==> src/rtl/core/gsws_pkg.sv <==
// Shared types, op codes, register indexes and time constants for the
// GPS search wake scheduler. No dependencies.

package gsws_pkg;

    // Event codes carried by the op field; unused codes behave as a query.
    typedef enum logic [2:0] {
        OP_START = 3'd0,
        OP_LOCK  = 3'd1,
        OP_FAIL  = 3'd2,
        OP_CLEAR = 3'd3,
        OP_QUERY = 3'd4
    } op_t;

    // Register index, taken from paddr[3:2].
    typedef enum logic [1:0] {
        REG_UPDATE_INTERVAL = 2'd0,
        REG_FAILURE_BACKOFF = 2'd1,
        REG_MAX_SEARCH      = 2'd2,
        REG_SMOOTH_WEIGHT   = 2'd3
    } reg_idx_t;

    localparam int unsigned ADDR_W   = 4;
    localparam int unsigned WEIGHT_W = 17;

    localparam logic [31:0] ONE_MINUTE_MS = 32'd60000;
    localparam logic [31:0] FAIL_CAP_MS   = 32'd3600000;
    localparam logic [31:0] BASE_CLAMP_MS = 32'd900000;   // 15 minutes
    localparam logic [31:0] ABS_CLAMP_MS  = 32'd2700000;  // 45 minutes
    localparam logic [31:0] POST_FAIL_MS  = 32'd300000;   // 5 minutes
    localparam logic [WEIGHT_W-1:0] ONE_Q16 = 17'h10000;

    localparam logic [31:0]         UPDATE_INTERVAL_RST = 32'd120000;
    localparam logic [31:0]         FAILURE_BACKOFF_RST = 32'd900000;
    localparam logic [31:0]         MAX_SEARCH_RST      = 32'd900000;
    localparam logic [WEIGHT_W-1:0] SMOOTH_WEIGHT_RST   = 17'd13107;

    localparam logic [1:0] LOCKS_SAT = 2'd2;
    localparam logic [7:0] FAIL_SAT  = 8'd255;
    localparam logic [7:0] FAIL_RECENT_MAX = 8'd3;

    typedef struct packed {
        logic        search_active;
        logic [31:0] start_stamp;
        logic [31:0] end_stamp;
        logic [1:0]  locks_seen;
        logic [31:0] lock_estimate;
        logic [7:0]  fail_streak;
    } state_t;

    typedef struct packed {
        logic [31:0]         update_interval_ms;
        logic [31:0]         failure_backoff_ms;
        logic [31:0]         max_search_ms;
        logic [WEIGHT_W-1:0] smoothing_weight;
    } cfg_t;

    typedef struct packed {
        logic [30:0] wait_ms;
        logic        update_due;
        logic [31:0] elapsed_ms;
        logic        too_long;
        logic [31:0] predicted_lock_ms;
    } result_t;

endpackage

==> src/rtl/core/gsws_event.sv <==
// Next-state logic: applies one event to the scheduler state, including
// the Q1.16 lock-time smoothing. Depends on gsws_pkg.

module gsws_event (
    input  gsws_pkg::state_t           cur,
    input  logic [2:0]                 op,
    input  logic [31:0]                now_ms,
    input  logic [gsws_pkg::WEIGHT_W-1:0] weight,
    output gsws_pkg::state_t           nxt
);

    logic [31:0]                   lock_raw;
    logic [31:0]                   lock_ms;
    logic [gsws_pkg::WEIGHT_W-1:0] w_sat;
    logic [gsws_pkg::WEIGHT_W-1:0] w_inv;
    logic [48:0]                   prod_new;
    logic [48:0]                   prod_old;
    logic [49:0]                   acc;
    logic [31:0]                   est_next;

    // Lock time measured against this event's stamp; a negative span counts as 0.
    assign lock_raw = now_ms - cur.start_stamp;
    assign lock_ms  = lock_raw[31] ? 32'd0 : lock_raw;

    assign w_sat = (weight > gsws_pkg::ONE_Q16) ? gsws_pkg::ONE_Q16 : weight;
    assign w_inv = gsws_pkg::ONE_Q16 - w_sat;

    assign prod_new = 49'(lock_ms) * 49'(w_sat);
    assign prod_old = 49'(cur.lock_estimate) * 49'(w_inv);
    assign acc      = 50'(prod_new) + 50'(prod_old);

    always_comb
    begin
        case (cur.locks_seen)
            2'd0:    est_next = cur.lock_estimate;   // first lock is discarded
            2'd1:    est_next = lock_ms;
            default: est_next = acc[47:16];
        endcase
    end

    always_comb
    begin
        nxt = cur;
        case (op)
            gsws_pkg::OP_START:
            begin
                nxt.search_active = 1'b1;
                nxt.start_stamp   = now_ms;
            end
            gsws_pkg::OP_LOCK:
            begin
                nxt.search_active = 1'b0;
                nxt.end_stamp     = now_ms;
                nxt.lock_estimate = est_next;
                if (cur.locks_seen < gsws_pkg::LOCKS_SAT)
                begin
                    nxt.locks_seen = cur.locks_seen + 2'd1;
                end
                nxt.fail_streak   = 8'd0;
            end
            gsws_pkg::OP_FAIL:
            begin
                nxt.search_active = 1'b0;
                nxt.end_stamp     = now_ms;
                if (cur.fail_streak != gsws_pkg::FAIL_SAT)
                begin
                    nxt.fail_streak = cur.fail_streak + 8'd1;
                end
            end
            gsws_pkg::OP_CLEAR:
            begin
                nxt = '0;
            end
            default:
            begin
                nxt = cur;
            end
        endcase
    end

endmodule

==> src/rtl/core/gsws_verdict.sv <==
// Result logic: wait time, due flag, elapsed time and too-long verdict
// from the post-event state. Depends on gsws_pkg.

module gsws_verdict (
    input  gsws_pkg::state_t  st,
    input  gsws_pkg::cfg_t    cfg,
    input  logic [31:0]       now_ms,
    output gsws_pkg::result_t res
);

    logic [31:0] backoff;
    logic [31:0] interval;
    logic [31:0] delta;
    logic [31:0] wait_full;
    logic [31:0] elapsed;
    logic        est_nonzero;
    logic [31:0] clamp;
    logic        over_clamp;
    logic        over_post_fail;
    logic        over_limit;

    assign backoff = (cfg.failure_backoff_ms > gsws_pkg::FAIL_CAP_MS) ?
                     gsws_pkg::FAIL_CAP_MS : cfg.failure_backoff_ms;

    always_comb
    begin
        interval = cfg.update_interval_ms;
        if ((st.fail_streak != 8'd0) && (interval < backoff))
        begin
            interval = backoff;
        end
    end

    // Wrap-safe: a delta with the top bit set means the next search is overdue.
    assign delta     = st.end_stamp + interval - st.lock_estimate - now_ms;
    assign wait_full = delta[31] ? 32'd0 : delta;
    assign elapsed   = st.search_active ? (now_ms - st.start_stamp) : 32'd0;

    assign est_nonzero = (st.lock_estimate != 32'd0);

    // Estimate below the absolute clamp doubles without overflow and stays under 2x cap.
    always_comb
    begin
        clamp = gsws_pkg::BASE_CLAMP_MS;
        if (est_nonzero && (st.lock_estimate < gsws_pkg::ABS_CLAMP_MS) &&
            ({st.lock_estimate[30:0], 1'b0} > clamp))
        begin
            clamp = {st.lock_estimate[30:0], 1'b0};
        end
        if (clamp > gsws_pkg::ABS_CLAMP_MS)
        begin
            clamp = gsws_pkg::ABS_CLAMP_MS;
        end
    end

    assign over_clamp     = (elapsed > clamp);
    assign over_post_fail = (st.fail_streak != 8'd0) &&
                            (st.fail_streak <= gsws_pkg::FAIL_RECENT_MAX) &&
                            est_nonzero &&
                            (st.lock_estimate < gsws_pkg::POST_FAIL_MS) &&
                            (elapsed > gsws_pkg::POST_FAIL_MS);
    assign over_limit     = (elapsed > cfg.max_search_ms);

    assign res.wait_ms           = wait_full[30:0];
    assign res.update_due        = (wait_full == 32'd0);
    assign res.elapsed_ms        = elapsed;
    assign res.too_long          = over_clamp || over_post_fail || over_limit;
    assign res.predicted_lock_ms = st.lock_estimate;

endmodule

==> src/rtl/core/gps_search_wake_scheduler.sv <==
// Top level of the GPS search wake scheduler: handshakes, APB register
// file, state registers and the three-stage item pipeline.
// Depends on gsws_pkg, gsws_event and gsws_verdict.
//
// Usage
//   Input channel (in_valid/in_ready): one item = op + now_ms. The op is
//   applied to the search state, then one result is produced at the same
//   now_ms. Output channel (out_valid/out_ready): wait_ms, update_due,
//   elapsed_ms, too_long, predicted_lock_ms.
//   Pipeline: input register -> event stage (state update, lock-time
//   smoothing multiplies) -> result stage (wait and verdict compares) ->
//   output register. An accepted item's result is presented once it has
//   passed the result stage and been captured in the output register.
//   Throughput: one item per cycle while out_ready is high; the state
//   registers carry item N's update to item N+1's event stage, no bubble.
//   Stall: when out_ready is low the output holds; stages behind it keep
//   filling, so up to three items are in flight before in_ready drops.
//   Config: APB, registers at 0x0/0x4/0x8/0xC, pready always high, no wait
//   states. Write only while the pipeline is empty.
//   Reset (rst_n low, async): pipeline empties, search state clears to
//   zero, registers return to 120000 / 900000 / 900000 / 13107.

module gps_search_wake_scheduler (
    input  logic                          clk,
    input  logic                          rst_n,

    input  logic                          psel,
    input  logic                          penable,
    input  logic                          pwrite,
    input  logic [gsws_pkg::ADDR_W-1:0]   paddr,
    input  logic [31:0]                   pwdata,
    output logic [31:0]                   prdata,
    output logic                          pready,

    input  logic                          in_valid,
    output logic                          in_ready,
    input  logic [2:0]                    op,
    input  logic [31:0]                   now_ms,

    output logic                          out_valid,
    input  logic                          out_ready,
    output logic [30:0]                   wait_ms,
    output logic                          update_due,
    output logic [31:0]                   elapsed_ms,
    output logic                          too_long,
    output logic [31:0]                   predicted_lock_ms
);

    // ------------------------------------------------------------------
    // Configuration registers
    // ------------------------------------------------------------------
    gsws_pkg::cfg_t   cfg_reg;
    gsws_pkg::cfg_t   cfg_next;
    logic             cfg_wr;
    gsws_pkg::reg_idx_t cfg_idx;

    assign pready  = 1'b1;
    assign cfg_wr  = psel && penable && pwrite;
    assign cfg_idx = gsws_pkg::reg_idx_t'(paddr[3:2]);

    always_comb
    begin
        cfg_next = cfg_reg;
        if (cfg_wr)
        begin
            case (cfg_idx)
                gsws_pkg::REG_UPDATE_INTERVAL: cfg_next.update_interval_ms = pwdata;
                gsws_pkg::REG_FAILURE_BACKOFF: cfg_next.failure_backoff_ms = pwdata;
                gsws_pkg::REG_MAX_SEARCH:      cfg_next.max_search_ms      = pwdata;
                gsws_pkg::REG_SMOOTH_WEIGHT:
                    cfg_next.smoothing_weight = pwdata[gsws_pkg::WEIGHT_W-1:0];
                default:                       cfg_next = cfg_reg;
            endcase
        end
    end

    always_comb
    begin
        case (cfg_idx)
            gsws_pkg::REG_UPDATE_INTERVAL: prdata = cfg_reg.update_interval_ms;
            gsws_pkg::REG_FAILURE_BACKOFF: prdata = cfg_reg.failure_backoff_ms;
            gsws_pkg::REG_MAX_SEARCH:      prdata = cfg_reg.max_search_ms;
            gsws_pkg::REG_SMOOTH_WEIGHT:
                prdata = {{(32 - gsws_pkg::WEIGHT_W){1'b0}}, cfg_reg.smoothing_weight};
            default:                       prdata = 32'd0;
        endcase
    end

    always_ff @(posedge clk or negedge rst_n)
    begin
        if (!rst_n)
        begin
            cfg_reg.update_interval_ms <= gsws_pkg::UPDATE_INTERVAL_RST;
            cfg_reg.failure_backoff_ms <= gsws_pkg::FAILURE_BACKOFF_RST;
            cfg_reg.max_search_ms      <= gsws_pkg::MAX_SEARCH_RST;
            cfg_reg.smoothing_weight   <= gsws_pkg::SMOOTH_WEIGHT_RST;
        end
        else
        begin
            cfg_reg <= cfg_next;
        end
    end

    // ------------------------------------------------------------------
    // Pipeline flow control: each stage moves when the one ahead is empty
    // or moving.
    // ------------------------------------------------------------------
    logic        in_v_reg;
    logic [2:0]  in_op_reg;
    logic [31:0] in_now_reg;
    logic        mid_v_reg;
    logic [31:0] mid_now_reg;
    logic        out_v_reg;

    logic        out_adv;
    logic        mid_adv;
    logic        in_adv;
    logic        evt_fire;

    assign out_adv  = !out_v_reg || out_ready;
    assign mid_adv  = !mid_v_reg || out_adv;
    assign in_adv   = !in_v_reg || mid_adv;
    assign in_ready = in_adv;
    assign evt_fire = in_v_reg && mid_adv;

    // ------------------------------------------------------------------
    // Search state. It always equals the post-event state of the item in
    // the result stage, since the event stage only moves with it.
    // ------------------------------------------------------------------
    gsws_pkg::state_t state_reg;
    gsws_pkg::state_t state_next;
    gsws_pkg::state_t evt_state;

    gsws_event u_event (
        .cur    (state_reg),
        .op     (in_op_reg),
        .now_ms (in_now_reg),
        .weight (cfg_reg.smoothing_weight),
        .nxt    (evt_state)
    );

    assign state_next = evt_fire ? evt_state : state_reg;

    always_ff @(posedge clk or negedge rst_n)
    begin
        if (!rst_n)
        begin
            in_v_reg  <= 1'b0;
            mid_v_reg <= 1'b0;
            out_v_reg <= 1'b0;
            state_reg <= '0;
        end
        else
        begin
            if (in_adv)
            begin
                in_v_reg <= in_valid;
            end
            if (mid_adv)
            begin
                mid_v_reg <= in_v_reg;
            end
            if (out_adv)
            begin
                out_v_reg <= mid_v_reg;
            end
            state_reg <= state_next;
        end
    end

    // Payload registers: no reset needed.
    gsws_pkg::result_t res;
    gsws_pkg::result_t out_reg;

    gsws_verdict u_verdict (
        .st     (state_reg),
        .cfg    (cfg_reg),
        .now_ms (mid_now_reg),
        .res    (res)
    );

    always_ff @(posedge clk)
    begin
        if (in_adv && in_valid)
        begin
            in_op_reg  <= op;
            in_now_reg <= now_ms;
        end
        if (evt_fire)
        begin
            mid_now_reg <= in_now_reg;
        end
        if (out_adv && mid_v_reg)
        begin
            out_reg <= res;
        end
    end

    assign out_valid         = out_v_reg;
    assign wait_ms           = out_reg.wait_ms;
    assign update_due        = out_reg.update_due;
    assign elapsed_ms        = out_reg.elapsed_ms;
    assign too_long          = out_reg.too_long;
    assign predicted_lock_ms = out_reg.predicted_lock_ms;

    // ------------------------------------------------------------------
    // Assertions
    // ------------------------------------------------------------------
    a_locks_sat: assert property (@(posedge clk) disable iff (!rst_n)
        state_reg.locks_seen != 2'd3)
        else $error("locks_seen went past saturation");

    a_clear_zero: assert property (@(posedge clk) disable iff (!rst_n)
        (evt_fire && (in_op_reg == gsws_pkg::OP_CLEAR)) |=> (state_reg == '0))
        else $error("clear item did not zero the state");

    a_lock_resets_fail: assert property (@(posedge clk) disable iff (!rst_n)
        (evt_fire && (in_op_reg == gsws_pkg::OP_LOCK)) |=>
            ((state_reg.fail_streak == 8'd0) && !state_reg.search_active))
        else $error("lock item left fail streak or searching flag set");

    a_state_held: assert property (@(posedge clk) disable iff (!rst_n)
        (mid_v_reg && !out_adv) |=> (mid_v_reg && $stable(state_reg)))
        else $error("state changed while result stage was stalled");

endmodule

==> config.mk <==
export PLATFORM = sky130hd
export DESIGN_NAME = gps_search_wake_scheduler
export DESIGN_NICKNAME = d
export VERILOG_FILES = /design/src/rtl/core/gsws_pkg.sv /design/src/rtl/core/gsws_event.sv /design/src/rtl/core/gsws_verdict.sv /design/src/rtl/core/gps_search_wake_scheduler.sv
export SDC_FILE = /design/constraint.sdc
export NUM_CORES = 2
export LEC_CHECK = 0
export BUFFER_PORTS_ARGS = -buffer_cell sky130_fd_sc_hd__buf_2
export CAP_MARGIN = 10
export CORE_UTILIZATION = 50
export CTS_CLUSTER_DIAMETER = 40
export DETAILED_ROUTE_END_ITERATION = 8
export PLACE_DENSITY = 0.71
export SETUP_SLACK_MARGIN = 0.02
export SYNTH_ARGS = -nofsm -noshare
export SYNTH_HDL_FRONTEND = slang
export SYNTH_SLANG_ARGS = --single-unit
==> constraint.sdc <==
create_clock -name clk -period 24.6 [get_ports clk]
set_input_delay 2.46 -clock clk [delete_from_list [all_inputs] [get_ports clk]]
set_output_delay 2.46 -clock clk [all_outputs]
set_load 0.01 [all_outputs]
==> Word level (Yosys, flattened, before mapping) <==
Index checks and enable logic that the tools add are counted.
{ "word_totals": {"wordCells": 116, "regBits": 387, "output_inout_bits": 132, "in_bits": 78} }
{ "op_classes": {"eq_ne": 11, "muxes": 17, "order_cmp": 12, "multipliers": 2, "addsub": 9, "reduce_logical": 44} }
{ "op_table": {"columns": ["op", "count"], "rows": [
  ["$pmux 32 s2", 3],
  ["$mux 32", 5],
  ["$pmux 32 s4", 1],
  ["$sub 32x32->32", 4],
  ["$mul 32x17->48", 2],
  ["$pmux 34 s2", 1],
  ["$gt 32x22->1 const B", 2],
  ["$gt 32x32->1", 2],
  ["$mux 31", 2],
  ["$add 48x48->48", 1],
  ["$add 32x32->32", 1],
  ["$gt 32x19->1 const B", 1],
  ["$gt 32x20->1 const B", 1],
  ["$logic_not 32->1", 1],
  ["$lt 32x19->1 const B", 1],
  ["$lt 32x22->1 const B", 1],
  ["$lt 32x32->1", 1],
  ["$reduce_bool 32->1", 1],
  ["$gt 17x17->1 const B", 1],
  ["$mux 17", 1],
  ["$sub 17x17->17 const A", 1],
  ["$pmux 8 s2", 1],
  ["$reduce_and 2->1", 7],
  ["$logic_and 1x1->1", 12],
  ["other kinds (23)", 41]
]} }

==> Longest topological paths before layout <==
{ "logic_depth": {"ltp_word": 10, "depth_mapped": 45, "depth_no_buf": 43} }

==> By module <==
A second synthesis with hierarchy kept.
{ "unflattened": {"hier_cells": 6340, "area_unflattened_um2": 60158.9} }
{ "modules_own_cells": {"columns": ["module", "cells_per_inst", "instances", "seq_area_each_um2", "area_per_inst_um2"], "rows": [
  ["gsws_event", 4407, 1, 0.0, 37040.5],
  ["gps_search_wake_scheduler", 721, 1, 10551.4, 14117.3],
  ["gsws_verdict", 1212, 1, 0.0, 9001.1]
]} }

==> Worst setup path before layout <==
No wires, ideal clock.
{ "synth_path": {"kind": "register to register", "startpoint": "reg in_now_reg[0]", "endpoint": "reg state_reg[39] (netlist name)", "required_time_ns": 24.521, "stages_incl_launch_ff": 46, "setup_time_ns": 0.079, "path_slack_ns": 14.543, "t_arrival_ns": 9.977, "n_path_buf": 2, "period_less_slack_ns": 10.057, "path_cell_list": "edfxtp_1 inv_1 ha_1 inv_1 fa_1 a21o_1 a21o_1 a2111oi_2 or4_1 nand3_1 a2111o_1 a31oi_1 o21bai_1 a21oi_1 xor2_1 or2_2 clkbuf_1 nor2_1 [... 10 more ...] fa_1 inv_1 fa_1 inv_1 ha_1 clkbuf_1 a21oi_1 nor2b_1 o21ai_0 nand2b_1 a21oi_1 o21bai_1 a21oi_1 and3_1 a21oi_1 a311oi_1 xnor2_1 mux2i_1"} }
{ "synth_between": {"elab_chain_cells": 6} }
{ "synth_lines": {"columns": ["item", "line_no", "rtl"], "rows": [
  ["start, declared", "gps_search_wake_scheduler.sv:110", "logic [31:0] in_now_reg;"],
  ["start signal, assigned", "gps_search_wake_scheduler.sv:187", "in_now_reg <= now_ms;"],
  ["$sub 32x32->32", "gsws_event.sv:22", "assign lock_raw = now_ms - cur.start_stamp;"],
  ["$mux 31", "gsws_event.sv:23", "assign lock_ms = lock_raw[31] ? 32'd0 : lock_raw;"],
  ["$mul 32x17->48", "gsws_event.sv:28", "assign prod_new = 49'(lock_ms) * 49'(w_sat);"],
  ["$add 48x48->48", "gsws_event.sv:30", "assign acc = 50'(prod_new) + 50'(prod_old);"],
  ["$pmux 32 s2", "gsws_event.sv:34", "case (cur.locks_seen)"],
  ["$pmux 34 s2", "gsws_event.sv:44", "case (op)"],
  ["end signal, assigned", "gps_search_wake_scheduler.sv:167", "state_reg <= state_next;"],
  ["end, declared", "gps_search_wake_scheduler.sv:130", "gsws_pkg::state_t state_reg;"]
]} }
Every way passes these cells.
A chain may end at the register's enable or synchronous reset.

==> Worst setup path after layout <==
{ "layout_path": {"startpoint": "reg in_now_reg[26]", "endpoint": "reg state_reg[39] (netlist name)"} }
Same word-level chain as after synthesis.

==> summary.md <==
| Metric | Value |
|---|---|
| Outcome | `completed` |
| Sum Neg Setup Slack | `0 ns` |
| Main area contributors after synthesis | `fa_1, ha_1, edfxtp_1` |
| First-pass GRT wire length | `approximately 280 mm` |
| Slowest CP cell | `and2_1` |
| H-tree levels | `2` |
| CP startpoint kind | `register` |
| Seq cells post-synth | `387` |
| Cell taking the most area after synthesis | `fa_1` |
| Worst Setup End Kind | `register` |
| Final Hold Vio Count | `0` |
| Core ar. | `0.1148 sq mm` |
| Max clock buf depth | `3` |
| Worst R2R Path Depth | `34` |
| Min cycle time layout | `about 12 ns` |
| Gate Count Post-Synth | `~6300` |
| Non-Filler Instances | `approximately 7900` |
| Global-route usage over all layers | `between 30% and 40%` |
| HPWL Detailed | `between 100 and 150 mm` |
| Die width | `between 300 and 400 um` |
| Final design area excluding fillers | `around 0.062 sq mm` |
| Routed Antenna Nets | `0` |
| Nets | `7864` |
| Post-CTS Setup Bufs | `0` |
| EDFF count, synth | `~160` |
| Setup CP Type | `reg2reg` |
| Max cap viols | `0` |
| Num CTS Buffers | `47` |
| Placed cell areas | `approximately 0.06 sq mm` |
| Final Slew Violations | `0` |
| Vias post-DR | `roughly 46000` |
| Grt ovf | `0` |
| Post-Route WL | `approximately 180 mm` |
| Layout area overhead | `7.395%` |
| Max Fanout on Critical Path | `46` |
| Worst relative slew slack | `between 10% and 20%` |
| Die Span Y | `between 300 and 400 um` |
| Initial DRC count | `roughly 4700` |
| Synth warnings | `0` |
| Share of post-route cells with drive strength above 1 | `about a tenth` |
| Maximum clock rate | `approximately 80 MHz` |
| Placed Cells | `roughly 7800` |
| TritonCTS clock tree | `built` |
| Hold path cells | `2` |
| Initial Util | `roughly 50%` |
| Hold WC Path Type | `reg2reg` |
| Synth cell types | `91` |
| RD Place Congestion | `1.011` |
| Yosys top cell area share | `between 30% and 40%` |
| Port Buf Inserts | `just over 200` |
| WP data required | `around 25 ns` |
| Post-cts gate resize count | `0` |
| Worst Max-Slew Pin Slew | `around 1.3 ns` |
| Final Setup Violations | `0` |
| WP data arrival | `12.98 ns` |
| Hold buffer count at CTS | `0` |
| Filler instances | `approximately 10000` |
| Die area | `approximately 0.12 sq mm` |
| Largest net degree at the start of global routing | `between 80 and 90` |
| Post-synth top cells | `inv_1, fa_1, nand2_1` |
| FP Rows | `124` |
| Synthesized cell area | `between 0.05 and 0.06 sq mm` |
| Root buffer cell | `clkbuf_16` |
| Avg Cell Area, Syn | `around 9 sq um` |
| I/O pin total | `210` |
| CTS Sinks | `roughly 390` |
| Post-synthesis sequential area ratio | `18.13%` |
| Routed WL per cell | `between 20 and 25 um` |
| Vias per cell | `5.793` |
| Final Cycle Share | `50.69%` |
| DRT Pass-1 Iters | `8` |
| Most used cell, CP | `fa_1` |
| Ys flop type | `dfrtp_1` |
| Clock Skews | `0.02416 ns` |
| Initial antenna violation count | `13` |
| Post-synth ARST share | `a little under 60%` |
| RSZ-0062 raised after global routing | `no` |
| Most common cell in the netlist | `inv_1` |
| Max reg flops | `113` |
| Vias in the first global route | `about 47000` |
| DRC Markers | `0` |
| Clock Latency Late Sink | `0.60 ns` |
| CP max stage delay | `between 0.6 and 0.7 ns` |
| CTS clk-pin slew, worst paths | `0.06 ns` |
cell usage in the layout, fill, tap and decap left out, types with 21 or more instances in the layout:
master     instances
conb_1            21
dfrtp_1          186
a21oi_1          177
nor2_1           469
nand3_1           79
and3_1            27
mux2_2           116
dfstp_2           37
nand2b_1          38
nor4_1            21
ha_1             403
nor3_1            42
nand2_1          929
clkbuf_16         47
o21ai_0          191
xnor2_1           66
mux2i_1           22
inv_1           1188
buf_2            205
o21bai_1          23
xor2_1            48
buf_4            104
and2_1           204
fa_1            1032
edfxtp_1         164
nor2b_1           61
a21o_1           118
nand4_1           42
area by class of cell:
cell class              instances  area, sq um  share of cell area, %
clock buffers                  55         1246                  1.994
multi-input cells            4415        42260                  67.63
flip-flops and latches        387        10550                  16.88
repair buffers                310         1822                  2.915
inverters                    1190         4467                  7.148
well taps                    1512         1892                  3.027
diodes                          3        7.507                0.01201
clock inverters                30        244.0                 0.3904
critical path: cells and delay by family, from the launching register on:
family                   cells  cell delay (ns)
XOR/XNOR                     2             0.63
AND/OR/NAND/NOR              6             2.05
AO/OA/AOI/OAI               11             3.23
multiplexers                 1             0.22
buffers and inverters        4             0.65
adder cells (fa/ha/maj)     10             5.13
flip-flops                   1             0.46
final timing paths:
| check | startpoint | slack, ns | end |
|---|---|---|---|
| max | in_now_reg[26]$_DFFE_PP_ | 12.13 | state_reg[39]$_DFFE_PN0P_ |
| min | state_reg[79]$_DFFE_PN0P_ | 0.48 | state_reg[79]$_DFFE_PN0P_ |
| max reg2reg | in_now_reg[26]$_DFFE_PP_ | 12.13 | state_reg[39]$_DFFE_PN0P_ |
| min reg2reg | state_reg[79]$_DFFE_PN0P_ | 0.48 | state_reg[79]$_DFFE_PN0P_ |
| max in group asynchronous | rst_n | 21.21 | cfg_reg[6]$_DFFE_PN0P_ |
| min in group asynchronous | rst_n | 1.89 | state_reg[68]$_DFFE_PN0P_ |
stage by stage:
| step | worst slack (ns) | hold slack (ns) | util, % |
|---|---|---|---|
| after global routing | 11.84 | 0.4934 | 54.43 |
| after global placement | 12.73 | 0.4616 | 53.13 |
| after detailed placement | 12.59 | 0.4706 | 53.13 |
| final | 12.13 | 0.4804 | 54.43 |
| after CTS | 12.52 | 0.4835 | 54.42 |
| after floorplan | 14.54 | 0.4231 | - |
metal layers:
layer	vias to the layer above	global-route usage, %	wire, um
li1	19660	-	-
met1	23220	42.19	70600
met2	2422	47.30	78940
met3	471	7.918	19840
met4	8	12.98	8826
met5	-	0	48
logic make-up after synthesis:
family	count (synthesis)	share of synthesized area [%]
multiplexers	155	3.281
adder cells (fa/ha/maj)	1435	44.17
buffers and inverters	1494	9.674
AND/OR/NAND/NOR	1972	15.06
AO/OA/AOI/OAI	703	7.739
XOR/XNOR	129	1.942
flip-flops	387	18.13
other	1	0.006444
Power is not shown: default switching activity piles up to over one toggle a cycle in this logic, so the estimate is an artifact.
